===== config.mk =====
export PLATFORM = sky130hd
export DESIGN_NAME = artnet_universe_pixel_mapper_top
export DESIGN_NICKNAME = d
export VERILOG_FILES = /design/src/hdl/aupm_pkg.sv /design/src/hdl/aupm_csr.sv /design/src/hdl/aupm_core.sv /design/src/hdl/artnet_universe_pixel_mapper_top.sv
export SDC_FILE = /design/constraint.sdc
export NUM_CORES = 1
export LEC_CHECK = 0
export ABC_AREA = 1
export BUFFER_PORTS_ARGS = -buffer_cell sky130_fd_sc_hd__buf_2
export CAP_MARGIN = 10
export CORE_UTILIZATION = 40
export CTS_CLUSTER_DIAMETER = 30
export DETAILED_ROUTE_END_ITERATION = 7
export SETUP_SLACK_MARGIN = 0.2
export SLEW_MARGIN = 20
export SYNTH_ARGS = -nofsm -noshare
export SYNTH_HDL_FRONTEND = slang
export SYNTH_SLANG_ARGS = --single-unit

===== constraint.sdc =====
create_clock -name clock -period 6.8 [get_ports clock]
set_input_delay 0.34 -clock clock [delete_from_list [all_inputs] [get_ports clock]]
set_output_delay 0.34 -clock clock [all_outputs]
set_load 0.05 [all_outputs]

===== src/hdl/aupm_pkg.sv =====
// Shared types, constants and helper functions for the universe pixel mapper.
// It has no dependencies. The register file, the mapper core and the top level use it.
`default_nettype none
package aupm_pkg;

   localparam int WINDOW_UNIVERSES    = 9;
   localparam int PIXELS_PER_UNIVERSE = 170;
   localparam int MAX_LEDS            = 4096;

   localparam int SEQ_W    = 8;
   localparam int UNIV_W   = 15;
   localparam int BYTE_W   = 8;
   localparam int INDEX_W  = 12;
   localparam int LED_W    = 13;
   localparam int POS_W    = 10;
   localparam int POS_MAX  = (1 << POS_W) - 1;
   localparam int PIX_W    = $clog2(POS_MAX / 3 + 2);
   localparam int SLOT_W   = 2;
   localparam int OFFS_W   = $clog2(WINDOW_UNIVERSES + 1);
   localparam int REQ_DATA_W = 32;
   localparam int RSP_DATA_W = 40;
   localparam int CSR_ADDR_W = 3;
   localparam int CSR_DATA_W = 32;

   localparam logic [SLOT_W-1:0] SLOT_RED   = 2'd0;
   localparam logic [SLOT_W-1:0] SLOT_GREEN = 2'd1;
   localparam logic [SLOT_W-1:0] SLOT_BLUE  = 2'd2;

   localparam logic KIND_PIXEL = 1'b0;
   localparam logic KIND_SHOW  = 1'b1;

   localparam logic REG_START_UNIVERSE = 1'b0;
   localparam logic REG_LED_COUNT      = 1'b1;

   typedef struct packed {
      logic [UNIV_W-1:0] start_universe;
      logic [LED_W-1:0]  led_count;
   } cfg_type;

   function automatic logic [LED_W-1:0] strip_limit(input logic [LED_W-1:0] leds);
      logic [LED_W-1:0] cap;
      cap = LED_W'(MAX_LEDS);
      strip_limit = (leds > cap) ? cap : leds;
   endfunction

endpackage
`default_nettype wire


===== src/hdl/aupm_csr.sv =====
// Configuration register file with an APB-style write and read port.
// It depends on aupm_pkg for the register layout and the configuration struct.
`default_nettype none
module aupm_csr (
   input  wire logic                                clock,
   input  wire logic                                reset,
   input  wire logic                                csr_psel,
   input  wire logic                                csr_penable,
   input  wire logic                                csr_pwrite,
   input  wire logic [aupm_pkg::CSR_ADDR_W-1:0]     csr_paddr,
   input  wire logic [aupm_pkg::CSR_DATA_W-1:0]     csr_pwdata,
   output logic      [aupm_pkg::CSR_DATA_W-1:0]     csr_prdata,
   output logic                                     csr_pready,
   output aupm_pkg::cfg_type                        cfg
);

   aupm_pkg::cfg_type cfg_ff, cfg_in;
   logic              wr_en;
   logic              reg_sel;

   assign csr_pready = 1'b1;
   assign wr_en      = csr_psel & csr_penable & csr_pwrite & csr_pready;
   assign reg_sel    = csr_paddr[2];

   always_comb begin
      cfg_in = cfg_ff;
      if (wr_en) begin
         case (reg_sel)
            aupm_pkg::REG_START_UNIVERSE: begin
               cfg_in.start_universe = csr_pwdata[aupm_pkg::UNIV_W-1:0];
            end
            aupm_pkg::REG_LED_COUNT: begin
               cfg_in.led_count = csr_pwdata[aupm_pkg::LED_W-1:0];
            end
            default: begin
               cfg_in = cfg_ff;
            end
         endcase
      end
   end

   always_ff @(posedge clock) begin
      if (reset) begin
         cfg_ff <= '0;
      end else begin
         cfg_ff <= cfg_in;
      end
   end

   always_comb begin
      case (reg_sel)
         aupm_pkg::REG_START_UNIVERSE: begin
            csr_prdata = aupm_pkg::CSR_DATA_W'(cfg_ff.start_universe);
         end
         aupm_pkg::REG_LED_COUNT: begin
            csr_prdata = aupm_pkg::CSR_DATA_W'(cfg_ff.led_count);
         end
         default: begin
            csr_prdata = '0;
         end
      endcase
   end

   assign cfg = cfg_ff;

endmodule
`default_nettype wire


===== src/hdl/aupm_core.sv =====
// Mapper datapath: an input register, the packet state, and a result register.
// It depends on aupm_pkg for widths, slot codes, result kinds and the strip limit.
`default_nettype none
module aupm_core (
   input  wire logic                                clock,
   input  wire logic                                reset,
   input  wire aupm_pkg::cfg_type                   cfg,
   input  wire logic                                req_tvalid,
   output logic                                     req_tready,
   input  wire logic [aupm_pkg::REQ_DATA_W-1:0]     req_tdata,
   input  wire logic                                req_tlast,
   output logic                                     rsp_tvalid,
   input  wire logic                                rsp_tready,
   output logic      [aupm_pkg::RSP_DATA_W-1:0]     rsp_tdata,
   output logic                                     rsp_tuser
);

   localparam int SUM_W = aupm_pkg::UNIV_W + 1;

   // Input register.
   logic                              s1_valid_ff, s1_valid_in;
   logic [aupm_pkg::SEQ_W-1:0]        s1_seq_ff;
   logic [aupm_pkg::UNIV_W-1:0]       s1_univ_ff;
   logic [aupm_pkg::BYTE_W-1:0]       s1_byte_ff;
   logic                              s1_last_ff;

   // Packet state.
   logic [aupm_pkg::SEQ_W-1:0]        last_seq_ff, last_seq_in;
   logic [aupm_pkg::POS_W-1:0]        pos_ff, pos_in;
   logic [aupm_pkg::SLOT_W-1:0]       slot_ff, slot_in;
   logic [aupm_pkg::PIX_W-1:0]        pix_ff, pix_in;
   logic [aupm_pkg::BYTE_W-1:0]       held_red_ff, held_red_in;
   logic [aupm_pkg::BYTE_W-1:0]       held_green_ff, held_green_in;

   // Result register.
   logic                              out_valid_ff, out_valid_in;
   logic                              out_kind_ff;
   logic [aupm_pkg::INDEX_W-1:0]      out_index_ff;
   logic [aupm_pkg::BYTE_W-1:0]       out_red_ff, out_green_ff, out_blue_ff;

   logic                              out_take;
   logic                              advance;
   logic                              req_accept;
   logic                              show;
   logic                              active;
   logic                              in_window;
   logic                              mapped;
   logic                              write_px;
   logic [SUM_W-1:0]                  window_end;
   logic [aupm_pkg::OFFS_W-1:0]       offset;
   logic [aupm_pkg::LED_W-1:0]        limit;
   logic [aupm_pkg::LED_W-1:0]        map_end;
   logic [aupm_pkg::LED_W-1:0]        base;
   logic [aupm_pkg::LED_W-1:0]        index;

   assign out_take   = !out_valid_ff || rsp_tready;
   assign advance    = s1_valid_ff && out_take;
   assign req_tready = !s1_valid_ff || out_take;
   assign req_accept = req_tvalid && req_tready;

   assign s1_valid_in = req_accept ? 1'b1 : (advance ? 1'b0 : s1_valid_ff);

   always_comb begin
      show       = (pos_ff == '0) && (s1_seq_ff != last_seq_ff);
      active     = (pos_ff != aupm_pkg::POS_W'(aupm_pkg::POS_MAX));
      window_end = SUM_W'(cfg.start_universe) + SUM_W'(aupm_pkg::WINDOW_UNIVERSES);
      in_window  = (s1_univ_ff >= cfg.start_universe) && (SUM_W'(s1_univ_ff) < window_end);
      offset     = aupm_pkg::OFFS_W'(s1_univ_ff - cfg.start_universe);
      limit      = aupm_pkg::strip_limit(cfg.led_count);
      map_end    = aupm_pkg::LED_W'((aupm_pkg::LED_W'(offset) + aupm_pkg::LED_W'(1))
                   * aupm_pkg::LED_W'(aupm_pkg::PIXELS_PER_UNIVERSE));
      mapped     = (map_end <= limit);
      base       = mapped ? aupm_pkg::LED_W'(aupm_pkg::LED_W'(offset)
                   * aupm_pkg::LED_W'(aupm_pkg::PIXELS_PER_UNIVERSE)) : '0;
      index      = base + aupm_pkg::LED_W'(pix_ff);
      write_px   = active && (slot_ff == aupm_pkg::SLOT_BLUE) && in_window
                   && (index < limit) && !show;
   end

   always_comb begin
      last_seq_in   = last_seq_ff;
      pos_in        = pos_ff;
      slot_in       = slot_ff;
      pix_in        = pix_ff;
      held_red_in   = held_red_ff;
      held_green_in = held_green_ff;
      if (advance) begin
         if (show) begin
            last_seq_in = s1_seq_ff;
         end
         if (active) begin
            case (slot_ff)
               aupm_pkg::SLOT_RED: begin
                  held_red_in = s1_byte_ff;
               end
               aupm_pkg::SLOT_GREEN: begin
                  held_green_in = s1_byte_ff;
               end
               default: begin
                  held_red_in = held_red_ff;
               end
            endcase
         end
         if (s1_last_ff) begin
            pos_in  = '0;
            slot_in = aupm_pkg::SLOT_RED;
            pix_in  = '0;
         end else if (active) begin
            pos_in = pos_ff + 1'b1;
            if (slot_ff == aupm_pkg::SLOT_BLUE) begin
               slot_in = aupm_pkg::SLOT_RED;
               pix_in  = pix_ff + 1'b1;
            end else begin
               slot_in = slot_ff + 1'b1;
            end
         end
      end
   end

   assign out_valid_in = out_take ? (advance && (show || write_px)) : out_valid_ff;

   always_ff @(posedge clock) begin
      if (reset) begin
         s1_valid_ff  <= 1'b0;
         out_valid_ff <= 1'b0;
         last_seq_ff  <= '0;
         pos_ff       <= '0;
         slot_ff      <= aupm_pkg::SLOT_RED;
         pix_ff       <= '0;
      end else begin
         s1_valid_ff  <= s1_valid_in;
         out_valid_ff <= out_valid_in;
         last_seq_ff  <= last_seq_in;
         pos_ff       <= pos_in;
         slot_ff      <= slot_in;
         pix_ff       <= pix_in;
      end
   end

   always_ff @(posedge clock) begin
      held_red_ff   <= held_red_in;
      held_green_ff <= held_green_in;
      if (req_accept) begin
         s1_seq_ff  <= req_tdata[7:0];
         s1_univ_ff <= req_tdata[22:8];
         s1_byte_ff <= req_tdata[30:23];
         s1_last_ff <= req_tlast;
      end
      if (out_take) begin
         if (show) begin
            out_kind_ff  <= aupm_pkg::KIND_SHOW;
            out_index_ff <= '0;
            out_red_ff   <= '0;
            out_green_ff <= '0;
            out_blue_ff  <= '0;
         end else begin
            out_kind_ff  <= aupm_pkg::KIND_PIXEL;
            out_index_ff <= index[aupm_pkg::INDEX_W-1:0];
            out_red_ff   <= held_red_ff;
            out_green_ff <= held_green_ff;
            out_blue_ff  <= s1_byte_ff;
         end
      end
   end

   assign rsp_tvalid = out_valid_ff;
   assign rsp_tuser  = out_kind_ff;
   assign rsp_tdata  = {4'b0000, out_blue_ff, out_green_ff, out_red_ff, out_index_ff};

endmodule
`default_nettype wire


===== src/hdl/artnet_universe_pixel_mapper_top.sv =====
// Top level of the universe pixel mapper: register file plus mapper core.
// It depends on aupm_pkg, aupm_csr and aupm_core.
//
// The mapper takes one payload byte per transaction and emits either a show-frame
// transaction, when the first byte of a packet carries a new sequence number, or an
// RGB pixel write on every third byte of a packet whose universe lies in the
// nine-universe window above start_universe. It accepts one transaction every clock
// cycle; each byte passes through an input register and then a result register, and
// both registers hold under back-pressure from the result side. Writes at or beyond
// led_count (capped at 4096) are dropped, as is a trailing partial pixel. The user
// must write the registers only while no transaction is in flight; the block itself
// does not enforce this.
`default_nettype none
module artnet_universe_pixel_mapper_top (
   input  wire logic                                clock,
   input  wire logic                                reset,
   // req_tdata: sequence_req[7:0], universe[22:8], data_byte[30:23], zero[31].
   input  wire logic                                req_tvalid,
   output logic                                     req_tready,
   input  wire logic [aupm_pkg::REQ_DATA_W-1:0]     req_tdata,
   input  wire logic                                req_tlast,
   // rsp_tdata: pixel_index[11:0], red[19:12], green[27:20], blue[35:28], zero[39:36].
   output logic                                     rsp_tvalid,
   input  wire logic                                rsp_tready,
   output logic      [aupm_pkg::RSP_DATA_W-1:0]     rsp_tdata,
   // rsp_tuser: result_kind[0].
   output logic                                     rsp_tuser,
   input  wire logic                                csr_psel,
   input  wire logic                                csr_penable,
   input  wire logic                                csr_pwrite,
   input  wire logic [aupm_pkg::CSR_ADDR_W-1:0]     csr_paddr,
   input  wire logic [aupm_pkg::CSR_DATA_W-1:0]     csr_pwdata,
   output logic      [aupm_pkg::CSR_DATA_W-1:0]     csr_prdata,
   output logic                                     csr_pready
);

   aupm_pkg::cfg_type cfg;

   aupm_csr u_csr (
      .clock       (clock),
      .reset       (reset),
      .csr_psel    (csr_psel),
      .csr_penable (csr_penable),
      .csr_pwrite  (csr_pwrite),
      .csr_paddr   (csr_paddr),
      .csr_pwdata  (csr_pwdata),
      .csr_prdata  (csr_prdata),
      .csr_pready  (csr_pready),
      .cfg         (cfg)
   );

   aupm_core u_core (
      .clock      (clock),
      .reset      (reset),
      .cfg        (cfg),
      .req_tvalid (req_tvalid),
      .req_tready (req_tready),
      .req_tdata  (req_tdata),
      .req_tlast  (req_tlast),
      .rsp_tvalid (rsp_tvalid),
      .rsp_tready (rsp_tready),
      .rsp_tdata  (rsp_tdata),
      .rsp_tuser  (rsp_tuser)
   );

`ifndef SYNTHESIS
   a_show_payload_zero: assert property (@(posedge clock) disable iff (reset)
      (rsp_tvalid && (rsp_tuser == aupm_pkg::KIND_SHOW)) |-> (rsp_tdata == '0))
      else $error("show transaction carries a nonzero payload");

   a_pixel_within_strip: assert property (@(posedge clock) disable iff (reset)
      (rsp_tvalid && (rsp_tuser == aupm_pkg::KIND_PIXEL)) |->
      (aupm_pkg::LED_W'(rsp_tdata[aupm_pkg::INDEX_W-1:0])
       < aupm_pkg::strip_limit(cfg.led_count)))
      else $error("pixel write at or beyond the strip limit");

   a_reset_clears: assert property (@(posedge clock)
      reset |=> (!rsp_tvalid && req_tready))
      else $error("pipeline not empty after reset");

   a_ready_when_drained: assert property (@(posedge clock) disable iff (reset)
      !rsp_tvalid |-> req_tready)
      else $error("input stalled while the result register is empty");
`endif

endmodule
`default_nettype wire


**After elaboration in Yosys (flattened, before gate mapping)**

Index checks and enable logic that the tools add are counted.

- $add $sub $neg: 7
- Multipliers: 2
- Divide/modulo/power cells: 0
- Order comparisons: 5
- Equal/unequal tests: 4
- Shift-type cells: 0
- Multiplexer cells: 14
- Bitwise operators: 3
- Reductions and logical operators: 27

Operators with widths:

| kind | count |
|---|---|
| $pmux 32 s2 | 1 |
| $mux 9 | 3 |
| $mux 10 | 2 |
| $add 15x4->16 const B | 1 |
| $lt 15x16->1 | 1 |
| $ge 15x15->1 | 1 |
| $add 13x9->13 | 1 |
| $gt 13x13->1 const B | 1 |
| $le 13x13->1 | 1 |
| $lt 13x13->1 | 1 |
| $mul 13x7->12 const B | 1 |
| $mux 13 | 1 |
| $mux 12 | 1 |
| $mul 4x7->11 const B | 1 |
| $add 10x1->10 const B | 1 |
| $logic_not 10->1 | 1 |
| $ne 10x10->1 const B | 1 |
| $add 9x1->9 const B | 1 |
| $logic_and 1x1->1 | 9 |
| $reduce_and 3->1 | 3 |
| $ne 8x8->1 | 1 |
| $reduce_and 2->1 | 4 |
| $mux 2 | 3 |
| $reduce_bool 2->1 | 3 |
| other kinds (11) | 18 |

- Register bits after elaboration: 144
- Latch bits: 0
- RAM bits: 0
- ROM bits: 0
- Input port bits: 75
- Output and inout port bits: 76
- Logic and storage cells: 81
- Memories kept: 0

**Longest topological paths before layout**

- Word-level depth: 11
- Depth in mapped cells: 50
- Mapped depth without buffers: 50

**By module**

A second synthesis with hierarchy kept.

- Cells, all modules: 1043
- Area total of the unflattened synthesis: 8958.6 um^2

Modules (own cells, without submodules):

| module | instances | cells each | area an instance (um^2) | sequential area each (um^2) |
|---|---|---|---|---|
| aupm_core | 1 | 805 | 7387.1 | 3173.0 |
| aupm_csr | 1 | 238 | 1571.5 | 560.5 |

**Least setup slack after synthesis**

OpenSTA, ideal clock, no wires.

- Path kind: register to register
- Start: reg u_core.s1_univ_ff[0] (netlist bit)
- End: reg u_core.out_valid_ff, in the netlist u_core.rsp_tvalid
- Setup time: 70 ps
- Arrival time: 6908 ps
- Data required time: 6730 ps
- Path slack: -178 ps
- Stages on the path, launching flop included: 50
- Buffers on the path: 0
- Period minus slack after synthesis: 6978 ps
- Cells stage by stage: edfxtp_1 inv_1 ha_1 inv_1 fa_1 or2_2 nand2_1 inv_1 or2_2 nand2_1 inv_1 ha_1 fa_1 fa_1 a21boi_0 a21o_1 nand3_1 a21boi_0 (+14 left out) a21oi_1 o21bai_1 xor2_1 inv_1 ha_1 nand2_1 inv_1 nand2_1 nand2_1 nand2_1 nand2_1 nand2_1 nand2_1 inv_1 nand2_1 nor2_1 nand3_1 a21oi_1

- Cells in the longest elaborated chain, start to end: 11
- Elaborated cells between the ends (all ways): 16
- Classes of those cells: add/sub (3); mul (2); order compare (4); mux (1); reduce/logical (6)

RTL lines:

| element | line | RTL |
|---|---|---|
| from (decl) | aupm_core.sv:23 | `logic [aupm_pkg::UNIV_W-1:0] s1_univ_ff;` |
| from (signal assigned) | aupm_core.sv:145 | `s1_univ_ff <= req_tdata[22:8];` |
| $sub 4x4->4 * | aupm_core.sv:68 | `offset = aupm_pkg::OFFS_W'(s1_univ_ff - cfg.start_universe);` |
| $add 4x1->5 | aupm_core.sv:70 | `map_end = aupm_pkg::LED_W'((aupm_pkg::LED_W'(offset) + aupm_pkg::LED_W'(1))` |
| $mul 13x7->12 | aupm_core.sv:71 | `* aupm_pkg::LED_W'(aupm_pkg::PIXELS_PER_UNIVERSE));` |
| $le 13x13->1 | aupm_core.sv:72 | `mapped = (map_end <= limit);` |
| $mux 12 * | aupm_core.sv:73 | `base = mapped ? aupm_pkg::LED_W'(aupm_pkg::LED_W'(offset)` |
| $add 13x9->13 * | aupm_core.sv:75 | `index = base + aupm_pkg::LED_W'(pix_ff);` |
| net u_core.index (one bit) | aupm_core.sv:54 | `logic [aupm_pkg::LED_W-1:0] index;` |
| $lt 13x13->1 * | aupm_core.sv:77 | `&& (index < limit) && !show;` |
| $logic_and 1x1->1 * (2 in series) | aupm_core.sv:77 |  |
| $logic_or 1x1->1 * | aupm_core.sv:120 | `assign out_valid_in = out_take ? (advance && (show \|\| write_px)) : out_valid_ff;` |
| $logic_and 1x1->1 * | aupm_core.sv:120 |  |
| to (signal assigned) | aupm_core.sv:132 | `out_valid_ff <= out_valid_in;` |
| to (decl) | aupm_core.sv:36 | `logic out_valid_ff, out_valid_in;` |

The timed path passes the listed nets; every way through them passes the cells marked *.
A chain may end at the register's enable or synchronous reset.

**Worst setup path in the final report**

Same ends and word-level chain as after synthesis.

==> impl_metrics.tcl <==
set metrics [dict create \
    outcome "finished clean" \
    worst-setup-path-type "reg -> reg" \
    cts_root_buf "clkbuf_16" \
    synth_top_area_share 0.301 \
    die-area_sq_mm 0.0218 \
    vias 6705 \
    muxShareOfSynthArea 0 \
    start_util 0.414 \
    ys_warn_count 0 \
    cap_violations 0 \
    rsz0062_at_grt "yes" \
    synth.avg_cell_area_sq_um 8.61 \
    synth_compound_area_frac 0.0999 \
    netlist_area_sq_mm 0.00848 \
    ctsHoldBuffers 0 \
    fin_crit_sh 0.991 \
    cts_sinks 144 \
    fin_skew_ns 0.00986 \
    die_w_um 148 \
    wirelength_um 18700 \
    multi_input_area_sq_mm 0.00418 \
    fin_util 0.505 \
    wl_per_cell_um 13.1 \
    antenna_cells 0 \
    synthTopCellsByCount "176 x nand2_1, 146 x inv_1, 102 x nor2_1, 86 x ha_1, 85 x edfxtp_1" \
    synth_top_family_by_area "simple AND/OR/NAND/NOR gates" \
    slew_headroom 0.437 \
    drv_slew 0 \
    antenna_found_initial 0 \
    synth_seq_area_share 0.440 \
    die_y_um 148 \
    hold_viol 0 \
    holdPathStages 1 \
    p_total_uw 3310 \
    holdWs_ns 0.0835 \
    timing.critical_path.mode_cell "nand2_1" \
    seq_area_sq_mm 0.00373 \
    required_ns 7.16 \
    first_global_vias 6310 \
    vias_per_cell 4.71 \
    synth-simple-area-share 0.179 \
    synth_xor_area_frac 0.0423 \
    synth-async-reset-ratio 0 \
    drc 0 \
    worstPathMaxFanout 6 \
    pin_count 151 \
    grt_use_total 0.181 \
    max_stage_delay_ns 0.54 \
    ant_nets 0 \
    synth_cell_types 41 \
    synth.most_common_cell "nand2_1" \
    finalSetupViolCount 0 \
    std_cell_rows 52 \
    power_leakage_uw 0.00481 \
    dr.pass1.iters 5 \
    cts.clk_slew.worst_paths_ns 0.07 \
    hp-class "in -> reg" \
    cts_tree "yes" \
    tightest_slew_ns 0.844 \
    n_fill_cell 1983 \
    synth.area.top_cells "edfxtp_1 30%, dfxtp_1 14%, ha_1 13%, nand2_1 7.8%, inv_1 6.5%" \
    cp-start-kind "flop" \
    cp.arrival_ns 7.10 \
    reg2reg_depth 47 \
    p_per_area_mw_per_mm2 320 \
    synth_adder_area_share 0.141 \
    synth-main-ff-cell "edfxtp_1" \
    peakVddDrop_uv 221 \
    synth_top_area_cell "edfxtp_1" \
    grt_overflow_total 0 \
    hpwl_um 14100 \
    gp_congestion 0.843 \
    period_minus_slack_ns 6.74 \
    drive_gt1_frac 0.211 \
    htreeDepth 4 \
    synth_seq_cells 144 \
    clk_path_buf_depth 2 \
    grt_start_max_net_pins 39 \
    clock.fmax_mhz 148 \
    cts_made_buffers 17 \
    fin_nets 1309 \
    cpMaxStageDelayCell "fa_2" \
    end_kind "flop" \
    synth_edf_count 85 \
    clk_latency_ns 0.43 \
    grt_pass1_wl_um 30900 \
    drtIter0Drc 296 \
    area_growth_pct 22.0 \
    port_buffers 108 \
    core-area_sq_mm 0.0205 \
    synthCells 985 \
]
## logic make-up (layout without fill, tap and decap cells)
logic type	count (synthesis)	after routing
AOI/OAI and AO/OA	158	158
xor gates and xnor gates	41	41
adders and majority gates	92	92
buffers and inverters	189	339
DFF	144	144
other	2	22
and+or+nand+nor	359	359
## what timing repair did
item	CTS	global route
pin swaps	22	8
setup buffers	5	1
gates resized for setup	15	18
setup endpoints to repair	1	5
## worst paths after layout
kind	startpoint	end	slack, ns
hold reg to reg	u_core.last_seq_ff[1]$_SDFFE_PP0P_	u_core.last_seq_ff[1]$_SDFFE_PP0P_	0.46
hold / removal	req_tdata[22]	u_core.s1_univ_ff[14]$_DFFE_PP_	0.08
setup / recovery	u_core.s1_univ_ff[0]$_DFFE_PP_	u_core.rsp_tvalid$_SDFFE_PP0P_	0.06
setup reg to reg	u_core.s1_univ_ff[0]$_DFFE_PP_	u_core.rsp_tvalid$_SDFFE_PP0P_	0.06
## worst max-delay path, delay by kind of cell, from the launching register on
family	cells	cell delay, ns
adders and majority gates	8	2.29
and+or+nand+nor	22	2.21
AOI/OAI and AO/OA	6	0.89
buffers and inverters	10	0.70
DFF	1	0.38
xor gates and xnor gates	1	0.21
## state kept, by name (all words and copies together), names as in the netlist
register / count
u_csr.cfg: 28
u_core.s1_univ_ff: 15
u_core.out_index_ff: 12
u_core.pos_ff: 10
u_core.pix_ff: 9
u_core.held_green_ff: 8
u_core.held_red_ff: 8
u_core.last_seq_ff: 8
u_core.out_blue_ff: 8
u_core.out_green_ff: 8
u_core.out_red_ff: 8
u_core.s1_byte_ff: 8
u_core.s1_seq_ff: 8
u_core.slot_ff: 2
u_core.rsp_tuser: 1
u_core.rsp_tvalid: 1
u_core.s1_last_ff: 1
u_core.s1_valid_ff: 1
## layout by cell type (no fill, tap or decap), types with 3 or more instances in the layout
master / n
ha_2: 3
dfxtp_1: 59
ha_1: 79
fa_2: 4
nand2_1: 168
nor3_2: 4
nor4_1: 4
inv_2: 6
nor2_1: 99
a31oi_1: 3
o21bai_1: 4
nor3_1: 8
nand2_2: 8
a21o_1: 4
inv_8: 6
clkbuf_16: 17
nor2_2: 6
buf_4: 48
nand4_1: 13
xor2_1: 31
buf_2: 108
inv_1: 141
edfxtp_1: 85
xnor2_1: 9
ha_4: 4
nand3_1: 35
conb_1: 22
nand3_2: 4
clkinv_8: 5
a21oi_1: 72
o21ai_0: 60
## per-stage QoR
stage | setup TNS, ns | std cells | setup WS [ns] | area (sq um)
floorplan | 0 | 1005 | 0.155 | 8590
global placement | -0.0705 | 1387 | -0.0705 | 9550
detailed placement | -0.176 | 1387 | -0.176 | 9550
CTS | -0.0539 | 1424 | -0.0539 | 10300
global route | -0.509 | 1425 | -0.509 | 10300
finish | 0 | 1425 | 0.0630 | 10300
## routing by layer
layer	vias to the layer above	track usage	part of all wire	wire length, um
met5	-	0	0	0
met1	3009	0.244	0.49	9100
li1	3519	-	-	-
met3	18	0.0367	0.049	916
met4	0	0.0546	0.011	214
met2	159	0.292	0.45	8490
## power breakdown
part / switching, uW / total [uW] / internal, uW
Sequential: 23.4 / 1000 / 979
Clock: 438 / 938 / 500
Combinational: 786 / 1370 / 587
## final cells by class
class | count | area share
Inverter | 150 | 0.0547
Clock buffer | 17 | 0.0411
Timing Repair Buffer | 157 | 0.0890
Sequential cell | 144 | 0.361
Tap cell | 270 | 0.0327
Clock inverter | 15 | 0.0178
Multi-Input combinational cell | 672 | 0.404
Note: power is estimated with default switching activity, not from simulation.
